<file path="config.mk">
export PLATFORM = sky130hd
export DESIGN_NAME = tti_lerp
export DESIGN_NICKNAME = d
export VERILOG_FILES = /design/src/rtl/tti_lerp.sv
export SDC_FILE = /design/constraint.sdc
export NUM_CORES = 2
export LEC_CHECK = 0
export ABC_CLOCK_PERIOD_IN_PS = 15150
export BUFFER_PORTS_ARGS = -buffer_cell sky130_fd_sc_hd__buf_2
export CORE_MARGIN = 1.5
export CORE_UTILIZATION = 60
export CTS_CLUSTER_DIAMETER = 100
export DETAILED_ROUTE_END_ITERATION = 10
export PLACE_DENSITY = 0.8
export SETUP_SLACK_MARGIN = 0.02
export SLEW_MARGIN = 20
export SYNTH_ARGS = -nofsm -noshare
export SYNTH_HDL_FRONTEND = slang
export SYNTH_SLANG_ARGS = --single-unit
</file>
<file path="constraint.sdc">
create_clock -name clk_i -period 15.15 [get_ports clk_i]
set_input_delay 3.03 -clock clk_i [delete_from_list [all_inputs] [get_ports clk_i]]
set_output_delay 3.03 -clock clk_i [all_outputs]
set_load 0.01 [all_outputs]
</file>
<file path="src/rtl/tti_lerp.sv">
module tti_lerp (
  input  logic        clk_i,
  input  logic        rst_ni,
  input  logic        start_i,
  input  logic [31:0] t_i,
  input  logic [31:0] t0_i,
  input  logic [31:0] t1_i,
  input  logic [31:0] v0_i,
  input  logic [31:0] v1_i,
  output logic        done_o,
  output logic [31:0] res_o
);
  localparam logic [2:0] SIdle = 3'd0;
  localparam logic [2:0] SMulA = 3'd1;
  localparam logic [2:0] SMulB = 3'd2;
  localparam logic [2:0] SDiv  = 3'd3;
  localparam logic [2:0] SFin  = 3'd4;

  logic [2:0]  st_q, st_d;
  logic [32:0] adv_q, adv_d;
  logic [32:0] adt_q, adt_d;
  logic [32:0] asp_q, asp_d;
  logic        neg_q, neg_d;
  logic        zero_q, zero_d;
  logic [31:0] v0_q, v0_d;
  logic [65:0] prod_q, prod_d;
  logic [65:0] quo_q, quo_d;
  logic [33:0] rem_q, rem_d;
  logic [6:0]  cnt_q, cnt_d;
  logic        done_q, done_d;
  logic [31:0] res_q, res_d;

  logic signed [33:0] dv, dt, sp;
  logic [33:0] trial;
  logic [34:0] qc;
  logic signed [35:0] r;

  assign dv = 34'(signed'(v1_i)) - 34'(signed'(v0_i));
  assign dt = 34'(signed'({1'b0, t_i})) - 34'(signed'({1'b0, t0_i}));
  assign sp = 34'(signed'({1'b0, t1_i})) - 34'(signed'({1'b0, t0_i}));
  assign trial = {rem_q[32:0], quo_q[65]};

  always_comb begin
    st_d = st_q; adv_d = adv_q; adt_d = adt_q; asp_d = asp_q; neg_d = neg_q;
    zero_d = zero_q; v0_d = v0_q; prod_d = prod_q; quo_d = quo_q; rem_d = rem_q;
    cnt_d = cnt_q; done_d = 1'b0; res_d = res_q;
    qc = '0; r = '0;
    unique case (st_q)
      SIdle: begin
        if (start_i) begin
          adv_d  = dv[33] ? 33'(-dv) : dv[32:0];
          adt_d  = dt[33] ? 33'(-dt) : dt[32:0];
          asp_d  = sp[33] ? 33'(-sp) : sp[32:0];
          neg_d  = dv[33] ^ dt[33] ^ sp[33];
          zero_d = (sp == '0);
          v0_d   = v0_i;
          st_d   = SMulA;
        end
      end
      SMulA: begin
        prod_d = 66'(adv_q[32:16] * adt_q);
        st_d   = SMulB;
      end
      SMulB: begin
        prod_d = (prod_q << 16) + 66'(adv_q[15:0] * adt_q);
        quo_d  = '0;
        rem_d  = '0;
        cnt_d  = 7'd66;
        st_d   = SDiv;
      end
      SDiv: begin
        if (cnt_q == 7'd66) begin
          quo_d = prod_q;
          cnt_d = 7'd65;
        end else begin
          if (trial >= 34'(asp_q)) begin
            rem_d = trial - 34'(asp_q);
            quo_d = {quo_q[64:0], 1'b1};
          end else begin
            rem_d = trial;
            quo_d = {quo_q[64:0], 1'b0};
          end
          if (cnt_q == '0) begin
            st_d = SFin;
          end else begin
            cnt_d = cnt_q - 7'd1;
          end
        end
      end
      SFin: begin
        qc = (quo_q > 66'(35'h4_0000_0000)) ? 35'h4_0000_0000 : quo_q[34:0];
        r = neg_q ? 36'(signed'(v0_q)) - 36'(qc) : 36'(signed'(v0_q)) + 36'(qc);
        if (zero_q) begin
          res_d = v0_q;
        end else if (r > 36'sh0_7FFF_FFFF) begin
          res_d = 32'h7FFF_FFFF;
        end else if (r < -36'sh0_8000_0000) begin
          res_d = 32'h8000_0000;
        end else begin
          res_d = r[31:0];
        end
        done_d = 1'b1;
        st_d   = SIdle;
      end
      default: st_d = SIdle;
    endcase
  end

  always_ff @(posedge clk_i or negedge rst_ni) begin
    if (!rst_ni) begin
      st_q   <= SIdle;
      done_q <= 1'b0;
    end else begin
      st_q   <= st_d;
      done_q <= done_d;
    end
  end

  always_ff @(posedge clk_i) begin
    adv_q <= adv_d; adt_q <= adt_d; asp_q <= asp_d; neg_q <= neg_d;
    zero_q <= zero_d; v0_q <= v0_d; prod_q <= prod_d; quo_q <= quo_d;
    rem_q <= rem_d; cnt_q <= cnt_d; res_q <= res_d;
  end

  assign done_o = done_q;
  assign res_o  = res_q;

  DoneFromFin: assert property (@(posedge clk_i) disable iff (!rst_ni)
    done_q |-> $past(st_q) == SFin) else $error("lerp done without finish");
  StartWhenIdle: assert property (@(posedge clk_i) disable iff (!rst_ni)
    (st_q == SMulA) |-> $past(st_q) == SIdle) else $error("lerp start order");
  FinAfterDiv: assert property (@(posedge clk_i) disable iff (!rst_ni)
    (st_q == SFin) |-> $past(st_q) == SDiv) else $error("lerp finish order");
endmodule
</file>
==> results by group <==
Run status
  • Status: completed

Timing
  • RSZ-0062 raised after global routing: no
  • Setup Skew: 0.02463 ns
  • Max-slew headroom: 28.53%
  • Worst Tran Pin Value: 1.055 ns
  • Final Setup Violations: 0
  • Minimum clock period: 8.624 ns
  • Tcrit/Tclk final: 56.92%
  • Fin. Hold Viols: 0
  • Final TNS setup: 0 ns
  • Max Slew Vio Count: 0
  • Max Freq: 0.1160 GHz

CTS
  • Post-CTS Hold Buffers: 0
  • Reg clk slew, reported paths: 0.07 ns
  • Clk_lat worst skew: 0.62 ns
  • CTS Sinks: 341
  • PostCTS Resize Cnt: 0
  • Num CTS Buffers: between 40 and 50
  • Post-CTS setup buffers: 0
  • CTS H-tree lvls: 2
  • CTS root buffer: clkbuf_16
  • TritonCTS clock tree: done
  • Clock Path Buffers: 3

Placement
  • IO buf count: roughly 200
  • DP Wirelength: 132.3 mm
  • Placed cell count: 8357
  • Placed cell area: 63460 um^2
  • Routability cong.: 0.9848

Finish
  • Final Non-Filler Cells: about 8400
  • Final Cell Area: 64780 um^2
  • Ratio of cells with drive above 1 in the final layout: around 6%
  • Filler cells: 8551
  • Commonest non-fill, non-tap cell in the layout: nand2_1
  • Synthesis-to-layout area growth: 5.654%
  • Nets: between 8000 and 9000
  • Most frequent cells in the layout: nand2_1, inv_1, fa_1

Yosys
  • Sequential element share of the synthesized area: 16.67%
  • Mean Syn Cell Area: 8.705 um^2
  • Syn Nets: approximately 8600
  • Cells after Synth: 7044
  • Yosys top cell area share: 30.49%
  • Post-synth EDFFs: between 300 and 400
  • Area contributors post-synth: fa_1, edfxtp_1, ha_1
  • Mapped Area: 61320 um^2
  • Ys flop type: edfxtp_1
  • Netlist cell types: 104
  • Yosys top cell by area: fa_1
  • Syn. warnings: 0
  • Yosys reg bits: 341
  • Async set or reset register ratio after synthesis: 1.173%

Worst setup path
  • CP peak stage delay: 0.80 ns
  • Crit Path Max Fanout: 21
  • Crit path cell chain: buf_4 > nand2_1 > fa_1 > inv_1 > fa_1 > inv_1 > fa_1 > fa_1 > fa_1 > inv_1 > fa_1 > ha_1 > nand4_1 > a211oi_1 > o22ai_1 > nor4_1 > o2111ai_1 > a21boi_0 > o311ai_1 > o21ai_1 > a21oi_1 > a31o_2
  • Critical path class: reg -> reg
  • CP max-delay cell: nor4_1
  • Worst path bufs/invs: 4
  • CP Capture Type: flop
  • Critical path launch point: adv_q[4]
  • R2r startpoint: adv_q[4]
  • WP data required: 15.51 ns
  • CP arrival: 8.98 ns
  • Delay-heaviest family, CP: adder cells
  • Startpoint Class: flop
  • Top cell by count, worst path: fa_1

Detailed routing
  • Final ANT Viol Nets: 0
  • DR pass1 iterations: 8
  • Via count: 51085
  • Total routed wirelength: between 150 and 200 mm
  • Via density: 6.058
  • DRC Markers: 0
  • Drt wl/cell: 20.85 um
  • Starting DRC count in detailed routing: 4904

Job
  • Max Cap Violations: 0

Min path
  • Hold Crit Start: v0_q[30]
  • Hold Crit Class: reg -> reg

Floorplan
  • IO Pins: 196
  • Site row count: approximately 120
  • Core Box Area: 101600 um^2
  • Chip width: ~320 um
  • Initial core utilization: ~60%
  • Total die area: roughly 100000 um^2
  • Chip height: around 320 um

Global route
  • Initial antenna violation count: 2
  • Pin count of the biggest net entering global routing: 134
  • Tot GR Track Use: 34.48%
  • First-pass GRT wire length: approximately 280 mm
  • Vias in the first global route: about 52000
  • Overflow after GRT: 0

Power
  • IR drop worst, VDD: roughly 79 uV
  • Power Density: 52.90 nW/um^2
  • P_leak: 30.13 nW
==> power breakdown <==
part	switching, mW	internal [mW]
Sequential	0.0996	1.20
Combinational	0.659	0.456
Clock	0.453	0.559
==> tightest hold or removal path: stages (launching register included) <==
cell	delay, ns
edfxtp_1	0.35
nand2_1	0.05
o311ai_1	0.06
==> stage by stage <==
step / setup WS [ns] / hold slack, ns / utilization (%) / power, mW
finish: 6.526 / 0.5763 / 63.77 / 3.427
global route: 6.293 / 0.6226 / 63.76 / 3.597
CTS: 6.752 / 0.5790 / 63.76 / 3.416
detailed placement: 6.779 / 0.5628 / 62.46 / 2.406
global placement: 6.964 / 0.5527 / 62.46 / 2.377
floorplan: 4.197 / 0.5127 / - / 2.123
==> layer usage <==
metal  GRT usage [%]  part of all wire, %
met1           43.86                   38
met2           56.97                   47
met3           5.123                  9.1
met4           18.54                  6.2
met5               0                0.027
==> area by class of cell <==
type | count | area [um^2] | area share [%]
inverters | 1175 | 4410 | 6.808
repair buffers | 281 | 1634 | 2.522
well taps | 1368 | 1712 | 2.642
clock inverters | 27 | 275.3 | 0.4249
diodes | 1 | 2.502 | 0.003863
clock buffers | 47 | 1049 | 1.618
multi-input cells | 5192 | 45480 | 70.20
flip-flops and latches | 341 | 10220 | 15.78
==> kinds of logic after synthesis <==
| group | synth area share [%] |
|---|---|
| AOI/OAI and AO/OA | 12.20 |
| xor gates and xnor gates | 4.185 |
| adders and majority gates | 39.33 |
| buffers and inverters | 9.280 |
| DFF | 16.67 |
| muxes | 0.4530 |
| and+or+nand+nor | 17.88 |
==> synth_stat cells (all sizes together), types with 12 or more instances <==
library cell,count
xnor2,172
a21boi,21
o21ai,191
xor2,121
nor4,29
nand4,46
a21o,105
nand3,106
a311oi,15
o21bai,29
clkbuf,319
o311ai,41
or3,44
a211oi,44
mux2i,21
fa,934
edfxtp,337
a31o,12
or2,18
ha,433
o211ai,41
o31ai,36
inv,1175
a31oi,46
and2,311
a2111oi,14
nand2b,47
nor2b,28
a41oi,13
buf,17
and3,46
nor2,275
nor3,83
nand2,1240
o21a,53
a21oi,394
nand3b,14
==> state kept, by name, indices dropped and copies added, names as in the netlist <==
name / cells
prod_q: 66
quo_q: 66
adt_q: 33
adv_q: 33
asp_q: 33
rem_q: 33
res_o: 32
v0_q: 32
cnt_q: 7
st_q: 3
done_o: 1
neg_q: 1
zero_q: 1
==> path summary, 6_finish.rpt <==
| path | endpoint | slack, ns | depth (start not counted) |
|---|---|---|---|
| min | res_o[30] | 0.58 | 2 |
| max in group asynchronous | st_q[0] | 12.81 | 1 |
| max reg2reg | prod_q[53] | 6.53 | 22 |
| min in group asynchronous | st_q[1] | 2.22 | 1 |
| max | prod_q[53] | 6.53 | 22 |
| min reg2reg | res_o[30] | 0.58 | 2 |
Power figures use the tool's default switching activity.
