[config.mk]
export PLATFORM = sky130hd
export DESIGN_NAME = tti_ram
export DESIGN_NICKNAME = d
export VERILOG_FILES = /design/src/rtl/tti_ram.sv
export SDC_FILE = /design/constraint.sdc
export NUM_CORES = 1
export LEC_CHECK = 0
export BUFFER_PORTS_ARGS = -buffer_cell sky130_fd_sc_hd__buf_2
export CORE_MARGIN = 3
export CORE_UTILIZATION = 45
export CTS_CLUSTER_SIZE = 12
export DETAILED_ROUTE_END_ITERATION = 6
export HOLD_SLACK_MARGIN = 0.05
export SYNTH_ARGS = -nofsm -noshare
export SYNTH_HDL_FRONTEND = slang
export SYNTH_SLANG_ARGS = --single-unit
[constraint.sdc]
create_clock -name clk_i -period 2 [get_ports clk_i]
set_input_delay 0.2 -clock clk_i [delete_from_list [all_inputs] [get_ports clk_i]]
set_output_delay 0.2 -clock clk_i [all_outputs]
set_load 0.02 [all_outputs]
[src/rtl/tti_ram.sv]
module tti_ram #(
  parameter int unsigned Width = 8,
  parameter int unsigned Depth = 16
) (
  input  logic                     clk_i,
  input  logic                     we_i,
  input  logic [$clog2(Depth)-1:0] waddr_i,
  input  logic [Width-1:0]         wdata_i,
  input  logic [$clog2(Depth)-1:0] raddr_i,
  output logic [Width-1:0]         rdata_o
);
  logic [Width-1:0] mem_q [Depth];

  always_ff @(posedge clk_i) begin
    if (we_i) begin
      mem_q[waddr_i] <= wdata_i;
    end
    rdata_o <= mem_q[raddr_i];
  end
endmodule

==> results of run 1 <==
## placed cells by master (no fill, tap or decap)
master	n
a22oi_1	16
and2_1	1
and2b_1	1
buf_12	1
buf_2	25
buf_4	22
bufinv_16	5
clkbuf_1	3
clkbuf_16	17
clkinv_1	4
clkinv_2	3
dfxtp_1	8
edfxtp_1	128
mux4_1	14
mux4_2	18
nand2_1	9
nand2b_1	2
nand3_1	1
nand3b_1	2
nor2_1	13
nor2b_1	1
nor3_1	4
or3b_2	1
## layer usage
metal	track usage	part of all wire	wire length (um)
met1	0.217	0.43	4200
met2	0.273	0.52	5140
met3	0.0353	0.041	408
met4	0.0697	0.013	133
met5	0	0	0
## sequential cells by signal (all words and copies together) (netlist names)
name / flops
mem_q: 128
rdata_o: 8
## logic make-up (layout without fill, tap and decap cells)
group                  Yosys count  after routing  share of synthesized area
DFF                            136            136                      0.778
buffers and inverters           10             80                     0.0168
AOI/OAI and AO/OA               16             16                     0.0233
and+or+nand+nor                 35             35                     0.0318
muxes                           32             32                      0.150
## stage by stage
step,hold slack (ns),total power [mW],utilization
detailed placement,0.602,3.59,0.503
global placement,0.588,3.58,0.503
floorplan,0.299,3.44,-
CTS,0.169,6.81,0.559
finish,0.178,6.75,0.559
global route,0.180,6.95,0.559
## final cells by class
cell class	count	area, um^2
fill	839	4870
sequential	136	4000
multi-input combinational	83	1060
clock buffer	20	437
timing repair buffer	48	310
clock inverter	12	180
tap	140	175
## final timing paths
path / from / end / slack [ns] / cells past startpoint
min: wdata_i[1] / mem_q[2][1] / 0.18 / 1
max reg2reg: mem_q[10][4] / rdata_o[4] / 0.64 / 3
min reg2reg: mem_q[15][1] / rdata_o[1] / 0.67 / 3
max: mem_q[10][4] / rdata_o[4] / 0.64 / 3
## power groups by stage
stage	Clock [mW]	Combinational (mW)	Sequential (mW)
after floorplan	0	0.162	3.28
after global placement	0	0.316	3.26
after detailed placement	0	0.320	3.27
after CTS	3.28	0.322	3.21
after global routing	3.40	0.340	3.21
final	3.23	0.313	3.21
## critical path: stages, from the launching register on
cell and delay [ns]:
edfxtp_1 0.36, mux4_1 0.50, a22oi_1 0.30, nand2_1 0.08
==> out/metrics.sh, run 1 <==
RUN_STATUS='completed'
OVERFLOW=0
SEQUENTIAL_ELEMENT_SHARE_OF_THE_SYNTHESIZED_AREA=0.778
TIMING.FINAL.MAX_SLEW_VIOLATIONS=0
PERIOD_NEEDED_NS=1.36
NUM_IO_PINS=26
SLEW-LIMIT-HEADROOM=0.706
DESIGN.FINAL.NETS=304
AVGSYNTHCELLAREA_UM2=22.5
LAYOUT.CELL_AREA.NON_FILLER_MM2=0.00616
WORST_CLOCK_SKEW_NS=0.00585
FIRST_ITER_VIOLATIONS=186
POWER.CLOCK.FRACTION=0.478
SWITCHING_SHARE=0.185
P_SW_mW=1.25
CLOCK_TREE.HTREE_LEVEL_COUNT=4
GRT_SETUP_UNREPAIRED='no'
YOSYS_REGISTER_BITS=136
FINALNONFILLERCELLS=439
FIRSTDRTPASSITERS=4
FINAL_SETUP_FAILS=0
MAPPEDNETLISTAREA_MM2=0.00515
SYNTH_ENABLE_FLOP_CELLS=128
TOTALWIRELENGTH_UM=9880
YS_FLOP_TYPE='edfxtp_1'
CTS_MAX_PATH_BUFFERS=2
IR_DROP_mV=0.603
CTS-RESIZED-GATES=0
YOSYS-TOP-CELLS-AREA='edfxtp_1 (75%), mux4_2 (7.9%), mux4_1 (7.1%), dfxtp_1 (3.1%), a22oi_1 (2.3%)'
DIE-WIDTH_UM=113
START_UTIL=0.467
NUM_ANTENNA_CELLS=0
FLOORPLAN.DIE_AREA_MM2=0.0128
SYNTHESIS.YOSYS.WARNINGS=0
DIE_HEIGHT_UM=113
VIAS=2412
DETAIL-ROUTE-ANTENNA-NETS=0
TIMING.FMAX_MHz=733
CTS_MADE_BUFFERS=17
DRT-WIRELENGTH-PER-CELL_UM=22.5
ANTENNA_FOUND_INITIAL=0
CELLPOWERDENSITY_mW_PER_MM2=1100
POST-CTS-SETUP-BUFFER-COUNT=0
INTERNAL_POWER_mW=5.50
ROW_COUNT=38
MAXCAPVIOLCOUNT=0
PORTBUFFERS=25
SYNTH_COMMONEST_CELLS='edfxtp_1 (128), mux4_2 (18), a22oi_1 (16)'
CLK_PIN_SLEW_WORST_PATHS_NS=0.05
POWER.STATIC_LEAKAGE_nW=2.12
MOST_REPEATED_CELL_IN_THE_GATE_LEVEL_NETLIST_AFTER_SYNTHESIS='edfxtp_1'
GRT_PASS1_WL_UM=15100
SYNTH_TOP_AREA_CELL='edfxtp_1'
STARTPOINT_TYPE='flip-flop'
FINAL_LAYOUT_SIZE_SUFFIX_GT1_FRAC=0.308
POWER.SEQUENTIAL.FRACTION=0.475
PLACE.GP.CONGESTION=0.726
DP_SLACK_NS=0.305
CP.REQUIRED_NS=2.28
CP_DATA_ARRIVAL_TIME_NS=1.65
NETLIST_INSTANCES=229
POWER.SHARE.COMBINATIONAL=0.046
SYN_NETS=247
SETUP_WS_NS=0.636
DP_CELLS=407
DETAILED_PLACE_HPWL_UM=6210
FINALHOLDVIOLCOUNT=0
CTS-ROOT-BUF='clkbuf_16'
VIAS_PER_CELL=5.49
HOLDBUFCOUNTCTS=0
YOSYSTOPAREACELLSHARE=0.747
AREA_GROWTH_PCT=19.7
FINALSETUPTNS_NS=0
CORE-AREA_MM2=0.0110
PLACEMENT.CELL_AREA_MM2=0.00555
WORST-SLEW-PIN-TRANSITION_NS=0.442
GRT_START_MAX_NET_PINS=20
DETAIL_ROUTE.DRC_VIOLATIONS=0
MIN-DELAY-PATH-CLASS='in -> reg'
POST_SYNTHESIS_ASYNC_SET_OR_RESET_FLOP_SHARE=0
CRITICAL_PATH_CLASS='reg -> reg'
GRT.TOTAL_USAGE=0.166
INSERTION_DELAY_NS=0.41
FIRST_GLOBAL_VIAS=2531
CTS.SINKS=136
CRITICAL_PATH_PEAK_FANOUT=1
CLOCK_TREE_FROM_TRITONCTS='yes'
FINAL_WORST_PATH_PERIOD_SHARE=0.682
WORSTSETUPENDPOINTTYPE='flip-flop'
SYNTH.DISTINCT_CELLS=19
No activity file was read; power rests on OpenSTA's default activity.
==> inputs of run 2 (changes only) <==
==> constraint.sdc (replaced) <==
create_clock -name clk_i -period 1.3 [get_ports clk_i]
set_input_delay 0.13 -clock clk_i [delete_from_list [all_inputs] [get_ports clk_i]]
set_output_delay 0.13 -clock clk_i [all_outputs]
set_load 0.02 [all_outputs]
==> out/metrics.sh, run 2 (synthesized netlist as in run 1, its figures left out) <==
CTS.SINKS=136  # unchanged
STARTPOINT_TYPE='flip-flop'  # unchanged
CRITICAL_PATH_PEAK_FANOUT=1  # unchanged
FINAL_SETUP_FAILS=1  # was 0
P_SW_mW=2.04  # was 1.25 mW
AREA_GROWTH_PCT=22.3  # was 19.7%
TIMING.FMAX_MHz=763  # was 733 MHz
SWITCHING_SHARE=0.195  # was 0.185
LARGESTREGISTERS='mem_q: 128 flops, rdata_o: 8 flops'  # unchanged
MAXCAPVIOLCOUNT=0  # unchanged
DRT-WIRELENGTH-PER-CELL_UM=22.5  # about the same
SLEW-LIMIT-HEADROOM=0.411  # was 0.706
DETAILED_PLACE_HPWL_UM=6520  # was 6210 um
PLACE.GP.CONGESTION=0.718  # was 0.726
CLK_PIN_SLEW_WORST_PATHS_NS=0.06  # was 0.05 ns
POWER.CLOCK.FRACTION=0.478  # about the same
POWER.SEQUENTIAL.FRACTION=0.470  # was 0.475
MIN_DELAY_PATH_DEPTH=1  # unchanged
INTERNAL_POWER_mW=8.44  # was 5.50 mW
CTS_MAX_PATH_BUFFERS=2  # unchanged
POWER.STATIC_LEAKAGE_nW=2.17  # was 2.12 nW
CP.REQUIRED_NS=1.60  # was 2.28 ns
GRT_SETUP_UNREPAIRED='yes'  # was no
FIRSTDRTPASSITERS=4  # unchanged
FINAL_WORST_PATH_PERIOD_SHARE=1.01  # was 0.682
GRT_START_MAX_NET_PINS=23  # was 20
PERIOD_NEEDED_NS=1.31  # was 1.36 ns
CLOCK_TREE.HTREE_LEVEL_COUNT=4  # unchanged
FLOORPLAN.DIE_AREA_MM2=0.0128  # unchanged
FIRST_GLOBAL_VIAS=2496  # was 2531
POWER.SHARE.COMBINATIONAL=0.051  # was 0.046
TIMING.FINAL.MAX_SLEW_VIOLATIONS=0  # unchanged
GRT.TOTAL_USAGE=0.174  # was 0.166
DESIGN.FINAL.NETS=316  # was 304
FAILED_CHECKS='negative setup slack'
DIE-WIDTH_UM=113  # unchanged
VIAS=2452  # was 2412
DETAIL_ROUTE.DRC_VIOLATIONS=0  # unchanged
HOLDCRITSTARTPOINT='wdata_i[5]'  # was wdata_i[1]
CORE-AREA_MM2=0.0110  # unchanged
ROW_COUNT=38  # unchanged
REGMOSTFLOPS='mem_q'  # unchanged
DP_SLACK_NS=-0.412  # was 0.305 ns
CP_DATA_ARRIVAL_TIME_NS=1.61  # was 1.65 ns
R2R_SLACK_NS=-0.01  # was 0.64 ns
CTS-ROOT-BUF='clkbuf_16'  # unchanged
CELLPOWERDENSITY_mW_PER_MM2=1670  # was 1100 mW/mm^2
RUN_STATUS='finished, violations left'  # was completed
MIN-DELAY-PATH-CLASS='in -> reg'  # unchanged
CLOCK_TREE_FROM_TRITONCTS='yes'  # unchanged
FIN_UTIL=0.571  # was 0.559
REG2REG_FROM='mem_q[4][2]'  # was mem_q[10][4]
CRITICAL_PATH_CLASS='reg -> reg'  # unchanged
FINALHOLDVIOLCOUNT=0  # unchanged
WORST_CLOCK_SKEW_NS=0.00452  # was 0.00585 ns
WORSTSETUPENDPOINTTYPE='flip-flop'  # unchanged
OVERFLOW=0  # unchanged
ANTENNA_FOUND_INITIAL=0  # unchanged
SETUP.WORST_PATH.START='mem_q[4][2]'  # was mem_q[10][4]
SETUP_WS_NS=-0.0108  # was 0.636 ns
WORST-SLEW-PIN-TRANSITION_NS=0.880  # was 0.442 ns
TOTALWIRELENGTH_UM=10100  # was 9880 um
START_UTIL=0.467  # unchanged
FIRST_ITER_VIOLATIONS=172  # was 186
NUM_ANTENNA_CELLS=0  # unchanged
WORSTREGTOREGCELLS=4  # was 3
ENDPOINT_OF_THE_WORST_SLACK_REG_TO_REG_TIMING_PATH='rdata_o[2]'  # was rdata_o[4]
INSERTION_DELAY_NS=0.41  # about the same
HOLDPATHEND='mem_q[15][5]'  # was mem_q[2][1]
CTS_MADE_BUFFERS=17  # unchanged
NUM_IO_PINS=26  # unchanged
PORTBUFFERS=25  # unchanged
GRT_PASS1_WL_UM=15600  # was 15100 um
DIE_HEIGHT_UM=113  # unchanged
LARGEST_REG_FLOPS=128  # unchanged
DETAIL-ROUTE-ANTENNA-NETS=0  # unchanged
FINAL_LAYOUT_SIZE_SUFFIX_GT1_FRAC=0.402  # was 0.308
IR_DROP_mV=1.05  # was 0.603 mV
FINAL_COMMON_CELL='edfxtp_1'  # unchanged
FINAL_CELL_MIX='edfxtp_1 (128), buf_4 (33), mux4_2 (25), buf_2 (25), clkbuf_16 (17)'  # was edfxtp_1 (128), buf_2 (25), buf_4 (22)
VIAS_PER_CELL=5.44  # was 5.49
DESIGN_POWER_TOTAL_mW=10.5  # was 6.75 mW
-- run 2: cell types whose count changed in the layout (fill, tap and decap cells not counted), sizes merged --
| cell | previous run | this run |
|---|---|---|
| bufinv | 5 | 4 |
| clkinvlp | 0 | 1 |
| buf | 48 | 60 |
-- run 2: critical path: stages, from the launching register on --
cell and delay (ns):
edfxtp_1 0.37, mux4_2 0.48, a22oi_2 0.16, buf_4 0.14, nand2_1 0.04
-- run 2: metrics by stage --
step           hold WS, ns  area [um^2]  cells  setup TNS (ns)
2_1_floorplan        0.229         5160    229           -2.94
3_3_place_gp         0.518         5660    419           -5.31
3_5_place_dp         0.535         5660    419           -5.58
4_1_cts             0.0964         6300    451         -0.0693
5_1_grt             0.0990         6290    451          -0.273
6_report             0.106         6290    451         -0.0108
-- run 2: worst max path at each step --
stage	cells past startpoint	slack, ns	to
after global placement	5	-0.41	rdata_o[7]
after detailed placement	5	-0.41	rdata_o[7]
after CTS	4	-0.04	rdata_o[2]
after global routing	4	-0.06	rdata_o[2]
final	4	-0.01	rdata_o[2]
after floorplan	2	-0.1	mem_q[3][0]
-- run 2: cell type report --
| type | count | area [um^2] |
|---|---|---|
| clock buffers | 20 | 457 |
| clock inverters | 12 | 174 |
| fillers | 829 | 4740 |
| multi-input cells | 83 | 1070 |
| flip-flops and latches | 136 | 4000 |
| well taps | 140 | 175 |
| repair buffers | 60 | 413 |
-- run 2: per-layer routing --
metal  global-route usage  routed length, um  vias up
met5                    0                  0        -
met4               0.0625                110        0
met3               0.0476                717        9
met2                0.250               4810       81
met1                0.258               4490     1256
li1                     -                  -     1106
-- run 2: power groups by stage --
stage	clock, mW	combinational, mW	sequential [mW]
after floorplan	0	0.250	5.05
after global routing	5.27	0.584	4.94
final	5.02	0.540	4.93
after CTS	5.11	0.550	4.93
after global placement	0	0.528	5.02
after detailed placement	0	0.535	5.02
-- run 2: timing repair --
action	4_1_cts	5_1_grt
endpoints found under the hold margin	0	0
gates resized for setup	9	3
pin swaps	5	4
setup buffers	0	0
hold buffers	0	0
setup endpoints to repair	6	8
==> inputs of run 3 (changes only) <==
--- a/config.mk
+++ b/config.mk
@@ -5,11 +5,11 @@
 export SDC_FILE = /design/constraint.sdc
 export NUM_CORES = 1
 export LEC_CHECK = 0
-export BUFFER_PORTS_ARGS = -buffer_cell sky130_fd_sc_hd__buf_2
 export CORE_MARGIN = 3
 export CORE_UTILIZATION = 45
 export CTS_CLUSTER_SIZE = 12
 export DETAILED_ROUTE_END_ITERATION = 6
+export DONT_BUFFER_PORTS = 1
 export HOLD_SLACK_MARGIN = 0.05
 export SYNTH_ARGS = -nofsm -noshare
 export SYNTH_HDL_FRONTEND = slang
==> out/metrics.sh, run 3 (synthesized netlist as in run 1, its figures left out) <==
RUN_STATUS='completed'  # was finished, violations left
MIN-DELAY-PATH-CLASS='in -> reg'  # unchanged
CRITICAL_PATH_CLASS='reg -> reg'  # unchanged
TIMING.FINAL.MAX_SLEW_VIOLATIONS=0  # unchanged
DETAIL_ROUTE.DRC_VIOLATIONS=0  # unchanged
GATE_FAMILY_RESPONSIBLE_FOR_THE_MOST_DELAY_ALONG_THE_WORST_PATH='multiplexers'  # unchanged
FLOORPLAN.DIE_AREA_MM2=0.0128  # unchanged
TIMING.CRITICAL_PATH.CELLS='mux4_2 -> a22oi_2 -> nand2_1'  # was mux4_2 -> a22oi_2 -> buf_4 -> nand2_1
PLACE.GP.CONGESTION=0.683  # was 0.718
CTS.SINKS=136  # unchanged
PORTBUFFERS=0  # was 25
GRT_PASS1_WL_UM=16000  # was 15600 um
DP_CELLS=387  # was 419
WORST-SLEW-PIN-TRANSITION_NS=1.02  # was 0.880 ns
FIN_UTIL=0.558  # was 0.571
FINALHOLDVIOLCOUNT=0  # unchanged
REGAREA_MM2=0.00400  # unchanged
DIE_HEIGHT_UM=113  # unchanged
WORST_CLOCK_SKEW_NS=0.00529  # was 0.00452 ns
GRT.TOTAL_USAGE=0.179  # was 0.174
CLOCK_TREE_FROM_TRITONCTS='yes'  # unchanged
DETAIL-ROUTE-ANTENNA-NETS=0  # unchanged
REGMOSTFLOPS='mem_q'  # unchanged
DESIGN.FINAL.NETS=294  # was 316
CP_SLOWEST_CELL='mux4_2'  # unchanged
ROW_COUNT=38  # unchanged
PERIOD_NEEDED_NS=1.28  # was 1.31 ns
CRITICAL_PATH_PEAK_FANOUT=1  # unchanged
DP_SLACK_NS=-0.102  # was -0.412 ns
SETUP_WS_NS=0.0204  # was -0.0108 ns
CP.REQUIRED_NS=1.60  # about the same
POWER.STATIC_LEAKAGE_nW=2.04  # was 2.17 nW
CORE-AREA_MM2=0.0110  # unchanged
LARGESTREGISTERS='mem_q: 128 flops, rdata_o: 8 flops'  # unchanged
LAYOUT.CELL_AREA.NON_FILLER_MM2=0.00616  # was 0.00629 mm^2
WORST_PATH_LARGEST_CELL_DELAY_NS=0.49  # was 0.48 ns
VIAS=2428  # was 2452
FINAL_COMMON_CELL='edfxtp_1'  # unchanged
TIMING.FMAX_MHz=781  # was 763 MHz
AREA_GROWTH_PCT=19.6  # was 22.3%
START_UTIL=0.467  # unchanged
POST-CTS-SETUP-BUFFER-COUNT=0  # unchanged
FINAL_LAYOUT_SIZE_SUFFIX_GT1_FRAC=0.318  # was 0.402
CTS_MAX_PATH_BUFFERS=2  # unchanged
NUM_ANTENNA_CELLS=0  # unchanged
FILLERS=856  # was 829
ANTENNA_FOUND_INITIAL=0  # unchanged
STARTPOINT_TYPE='flip-flop'  # unchanged
OVERFLOW=0  # unchanged
MAXCAPVIOLCOUNT=0  # unchanged
CRIT_BUF_INV=0  # was 1
MULTI_INPUT_AREA_MM2=0.00106  # was 0.00107 mm^2
DETAILED_PLACE_HPWL_UM=6360  # was 6520 um
FINAL_CELL_MIX='edfxtp_1 (128), mux4_2 (28), buf_4 (26)'  # was edfxtp_1 (128), buf_4 (33), mux4_2 (25), buf_2 (25), clkbuf_16 (17)
LARGEST_REG_FLOPS=128  # unchanged
TOTALWIRELENGTH_UM=10500  # was 10100 um
FINAL_WORST_PATH_PERIOD_SHARE=0.984  # was 1.01
NUM_IO_PINS=26  # unchanged
PLACEMENT.CELL_AREA_MM2=0.00547  # was 0.00566 mm^2
CELLPOWERDENSITY_mW_PER_MM2=1640  # was 1670 mW/mm^2
FIRST_GLOBAL_VIAS=2600  # was 2496
IR_DROP_mV=1.12  # was 1.05 mV
CTS_MADE_BUFFERS=17  # unchanged
INSERTION_DELAY_NS=0.41  # about the same
FIRSTDRTPASSITERS=5  # was 4
FINAL_SETUP_FAILS=0  # was 1
FINALSETUPTNS_NS=0  # was -0.0108 ns
FINALNONFILLERCELLS=429  # was 451
GRT_START_MAX_NET_PINS=33  # was 23
DRT-WIRELENGTH-PER-CELL_UM=24.4  # was 22.5 um
CLOCK_TREE.HTREE_LEVEL_COUNT=4  # unchanged
FIRST_ITER_VIOLATIONS=326  # was 172
CP_DATA_ARRIVAL_TIME_NS=1.58  # was 1.61 ns
GRT_SETUP_UNREPAIRED='yes'  # unchanged
DIE-WIDTH_UM=113  # unchanged
WORSTSETUPENDPOINTTYPE='flip-flop'  # unchanged
VIAS_PER_CELL=5.66  # was 5.44
CTS-ROOT-BUF='clkbuf_16'  # unchanged
CLK_PIN_SLEW_WORST_PATHS_NS=0.06  # about the same
SLEW-LIMIT-HEADROOM=0.320  # was 0.411
## run 3: metrics by stage
step	total power, mW	hold slack, ns
4_1_cts	10.2	-0.00829
6_report	10.1	0.0207
3_5_place_dp	5.36	0.230
5_1_grt	10.4	0.0520
3_3_place_gp	5.35	0.230
2_1_floorplan	5.30	0.229
## run 3: worst paths after layout
| path | from | endpoint | slack [ns] | cells past startpoint |
|---|---|---|---|---|
| hold reg to reg | mem_q[14][4] | rdata_o[4] | 0.67 | 3 |
| hold / removal | raddr_i[1] | rdata_o[2] | 0.02 | 3 |
| setup / recovery | mem_q[0][3] | rdata_o[3] | 0.02 | 3 |
| setup reg to reg | mem_q[0][3] | rdata_o[3] | 0.02 | 3 |
## run 3: tightest hold or removal path, delay by kind of cell
family	cells	cell delay, ns
muxes	1	0.13
and+or+nand+nor	1	0.05
AOI/OAI and AO/OA	1	0.08
## run 3: timing repair
item,4_1_cts,5_1_grt
pin swaps,1,4
endpoints found under the setup margin,5,8
gates resized for setup,12,4
hold endpoints to repair,146,5
hold buffers,10,1
## run 3: routing by layer
layer	part of all wire	track usage
met2	0.48	0.267
met3	0.072	0.0578
met1	0.43	0.251
met5	0	0
met4	0.010	0.0625
## run 3: power by group
part / total [mW] / internal (mW) / switching, mW
clock: 4.73 / 3.09 / 1.64
combinational: 0.386 / 0.189 / 0.196
sequential: 4.98 / 4.91 / 0.0714
## run 3: area by class of cell
type / count / area share
Clock buffer: 22 / 0.0754
Multi-Input combinational cell: 83 / 0.173
Sequential cell: 136 / 0.650
Timing Repair Buffer: 38 / 0.0528
Clock inverter: 10 / 0.0203
Tap cell: 140 / 0.0284
